===== src/design/gmnt_ram.sv =====
// Generic simple dual-port RAM with registered read.
module gmnt_ram #(
  parameter int WIDTH = 8,
  parameter int DEPTH = 16,
  localparam int AB = $clog2(DEPTH)
) (
  input  logic             clk,
  input  logic             we,
  input  logic [AB-1:0]    waddr,
  input  logic [WIDTH-1:0] wdata,
  input  logic [AB-1:0]    raddr,
  output logic [WIDTH-1:0] rdata
);

  logic [WIDTH-1:0] mem [DEPTH];

  always_ff @(posedge clk) begin
    if (we) begin
      mem[waddr] <= wdata;
    end
    rdata <= mem[raddr];
  end

endmodule

===== config.mk =====
export PLATFORM = sky130hd
export DESIGN_NAME = gmnt_ram
export DESIGN_NICKNAME = d
export VERILOG_FILES = /design/src/design/gmnt_ram.sv
export SDC_FILE = /design/constraint.sdc
export NUM_CORES = 1
export LEC_CHECK = 0
export BUFFER_PORTS_ARGS = -buffer_cell sky130_fd_sc_hd__buf_2
export CAP_MARGIN = 20
export CORE_AREA = 8 8 97 142
export CTS_CLUSTER_SIZE = 8
export DETAILED_ROUTE_END_ITERATION = 10
export DIE_AREA = 0 0 105 150
export HOLD_SLACK_MARGIN = 0.06
export MAX_ROUTING_LAYER = met4
export PLACE_DENSITY = 0.7
export SYNTH_ARGS = -nofsm -noshare
export SYNTH_HDL_FRONTEND = slang
export SYNTH_SLANG_ARGS = --single-unit

===== constraint.sdc =====
create_clock -name clk -period 1.89 [get_ports clk]
set_input_delay 0.2835 -clock clk [delete_from_list [all_inputs] [get_ports clk]]
set_output_delay 0.2835 -clock clk [all_outputs]
set_load 0.005 [all_outputs]

Word-level counts from Yosys, hierarchy flattened
Memories as Yosys holds them, arrays and structs flattened. A register that Yosys moved wholly into a read port is not among the register bits.
Cells that the tools add are included.
{"block": "word_totals", "ff_bits": 0, "latchBits": 0, "ram_bits": 128, "mem_bits_ro": 0, "inputBits": 18, "wordCells": 3, "memories": 1}
{"block": "op_classes", "add_sub_neg": 0, "multipliers": 0, "div_mod_pow": 0, "magnitude_cmp": 0, "n_eq_ne": 0, "n_shift": 0, "muxes": 2, "bitwise": 0, "n_reduce_logical": 0}
{"memory": "mem", "depth": 16, "width": 8, "read_ports": 1, "rd_ports_with_merged_regs": 1, "write_ports": 1, "line": "15", "source": "logic [WIDTH-1:0] mem [DEPTH];"}
{"cell": "$mux 1", "count": 2}

Logic depth before layout (Yosys ltp)
{"block": "depth", "ltp_word": 2, "mapped_depth": 5, "ltp_nobuf": 3}

Worst setup path after synthesis
OpenSTA, ideal clock, no wires.
{"block": "synth_path", "path_kind": "input to register", "start": "input port waddr[2]", "end": "memory mem[0][0] (enable)", "arrival_ns": 1.393, "path_slack_ns": 0.114, "path_stages": 2, "n_path_buf": 0, "path_cell_list": "or3b_2 nor3_1"}
{"element": "start: declaration", "line": "9", "source": "input logic [AB-1:0] waddr,"}
{"element": "end: declaration", "line": "15"}
No word-level cell before the write port.

==> flow_summary.yaml <==
status:
  status: "completed"
cts:
  cts_resized: 0
  path_clk_slew_ns: 0.06
  cts_tree: "done"
  htreeDepth: 4
  clkSinkCount: 136
  hold_buffers: 0
  cts_max_path_buffers: 2
  cts_buffers: 17
  cts_setup_buffers: 0
  clk_latency_ns: 0.41
  root_buffer: "clkbuf_16"
placed_design:
  io_buffers: 25
  place_hpwl_mm: 6.70
  place_congestion: 0.737
yosys:
  synth-compound-area-share_pct: 2.33
  synth_area_um2: 5150
  avgSynthCellArea_um2: 22.5
  synthXorXnorAreaFrac_pct: 0
  yosysUniqueCellTypes: 19
  synthMuxAreaShare_pct: 15.0
  netlist_instances: 229
  yosys.area_share.adder_pct: 0
  synth_top_area_share_pct: 74.7
  ys_ff_latch: 136
  ys_warn_count: 0
  yosysSeqAreaShare_pct: 77.8
  synth-simple-area-share_pct: 3.18
  synth_area_leaders: "edfxtp_1 (75%), mux4_2 (7.9%), mux4_1 (7.1%)"
  synth_area_leader_cell: "edfxtp_1"
  synth_top_family_by_area: "multiplexers"
  synth_fp_nets: 247
global_routing:
  grt_use_total_pct: 14.1
  grt_pass1_vias: 2657
  grt_max_degree: 21
  grt_remaining_overflow: 0
  grt_antenna_before_repair: 0
  grt_pass1_wl_mm: 15.5
detailed_routing:
  met1_length_mm: 3.78
  highest-signal-layer: "met4"
  drc: 0
  drt_wl_total_mm: 10.0
  route.met3.wl_um: 372
  first_pass_iters: 4
  num_vias: 2461
  wl_per_cell_um: 22.2
  route.antenna.remaining_nets: 0
  via_per_inst: 5.44
  met2_length_mm: 5.57
  drt_iter0_markers: 160
timing:
  setup_viol: 0
  max_freq_ghz: 0.731
  clock_skew_ns: 0.00914
  drv_slew: 0
  max_slew_margin_pct: 72.7
  min_period_ns: 1.37
  hold_viol: 0
  min_period_over_period_pct: 72.4
  worst_pin_slew_ns: 0.410
  tns_ns: 0
  rsz0062_at_grt: "false"
worst_setup_path:
  slowest_stage: "mux4_1"
  cp_top_family: "multiplexers"
  worst_setup_path_end_kind: "register"
  slowest_delay_ns: 0.51
  critPathArrivalTime_ns: 1.66
  cp_data_required_time_ns: 2.18
  crit_buf_inv: 0
  worstSetupPathType: "register to register"
  worstPathCellList: "mux4_1 > a22oi_1 > nand2_1"
  r2r_slack_ns: 0.52
  worstPathMaxFanout: 1
  startpoint_type: "register"
die:
  die_x_um: 105
  start_util_pct: 43.7
  std_cell_rows: 49
  core_region_area_um2: 11800
  dieArea_um2: 15800
  die_h_um: 150
  ios: 26
layout:
  final_common_cell: "edfxtp_1"
  n_fill_cell: 927
  layout_common_cells: "edfxtp_1 (128), buf_2 (25), buf_4 (20)"
  insertedDiodeCount: 0
  drive_above_1_share_pct: 32.1
  area_growth_syn_to_layout_pct: 19.7
  layout.nets: 304
power_and_ir_drop:
  p_leak_nw: 2.12
  powerDensity_nw_per_um2: 1120
  power_mw: 6.87
  irDropWorstVdd_uv: 576
worst_hold_path:
  hp-class: "input port to register"
flow_run:
  drv_cap: 0
-- final timing paths --
kind | from | end | cells after the start
max | mem[0][5] | rdata[5] | 3
min | wdata[7] | mem[1][7] | 1
max reg2reg | mem[0][5] | rdata[5] | 3
min reg2reg | mem[8][3] | rdata[3] | 3
-- routing by layer --
layer  track usage, %  vias up
li1                 -     1087
met1             14.2     1275
met2             24.2       79
met3             3.66       20
met4             8.53        0
met5                -        -
-- flip-flops by register name, indices dropped and copies added (netlist names) --
signal / count
mem: 128
rdata: 8
-- worst reg2reg max path: cells and delay by family, from the launching register on --
kind               cells  cell delay (ns)
AOI/OAI and AO/OA      1             0.27
and+or+nand+nor        1             0.09
DFF                    1             0.38
muxes                  1             0.51
-- cells in the mapped netlist --
master	number
edfxtp_1	128
nand2b_1	2
nor2b_1	1
nor2_1	13
buf_2	3
buf_4	1
nand2_1	9
dfxtp_1	8
mux4_2	18
or3b_2	1
a22oi_1	16
clkdlybuf4s25_2	3
nand3b_1	2
buf_6	3
and2b_1	1
mux4_1	14
nor3_1	4
and2_1	1
nand3_1	1
-- cell families (layout without fill, tap and decap cells) --
family,after synthesis,after routing
AO/OA/AOI/OAI,16,16
buffers and inverters,10,80
flip-flops,136,136
multiplexers,32,32
AND/OR/NAND/NOR,35,35
-- power breakdown --
part	internal, mW	total (mW)	switching (mW)
clock network	2.03	3.16	1.13
logic	0.143	0.318	0.175
registers	3.37	3.39	0.0192
-- stage by stage --
stage	setup slack, ns	utilization [%]	instance area, um2	instances	hold WS (ns)
6_report	0.522	52.4	6160	452	0.254
2_1_floorplan	0.114	-	5150	229	0.382
3_3_place_gp	0.238	47.5	5590	420	0.653
5_1_grt	0.460	52.4	6160	452	0.252
4_1_cts	0.525	52.4	6160	452	0.244
3_5_place_dp	0.201	47.5	5590	420	0.661
-- layout make-up --
class                   count  area, um2  share of cell area [%]
repair buffers             48        335                    5.44
multi-input cells          83       1060                    17.2
clock buffers              23        478                    7.75
clock inverters             9       97.6                    1.58
flip-flops and latches    136       4000                    65.0
well taps                 153        191                    3.11
Power figures use the tool's default switching activity.
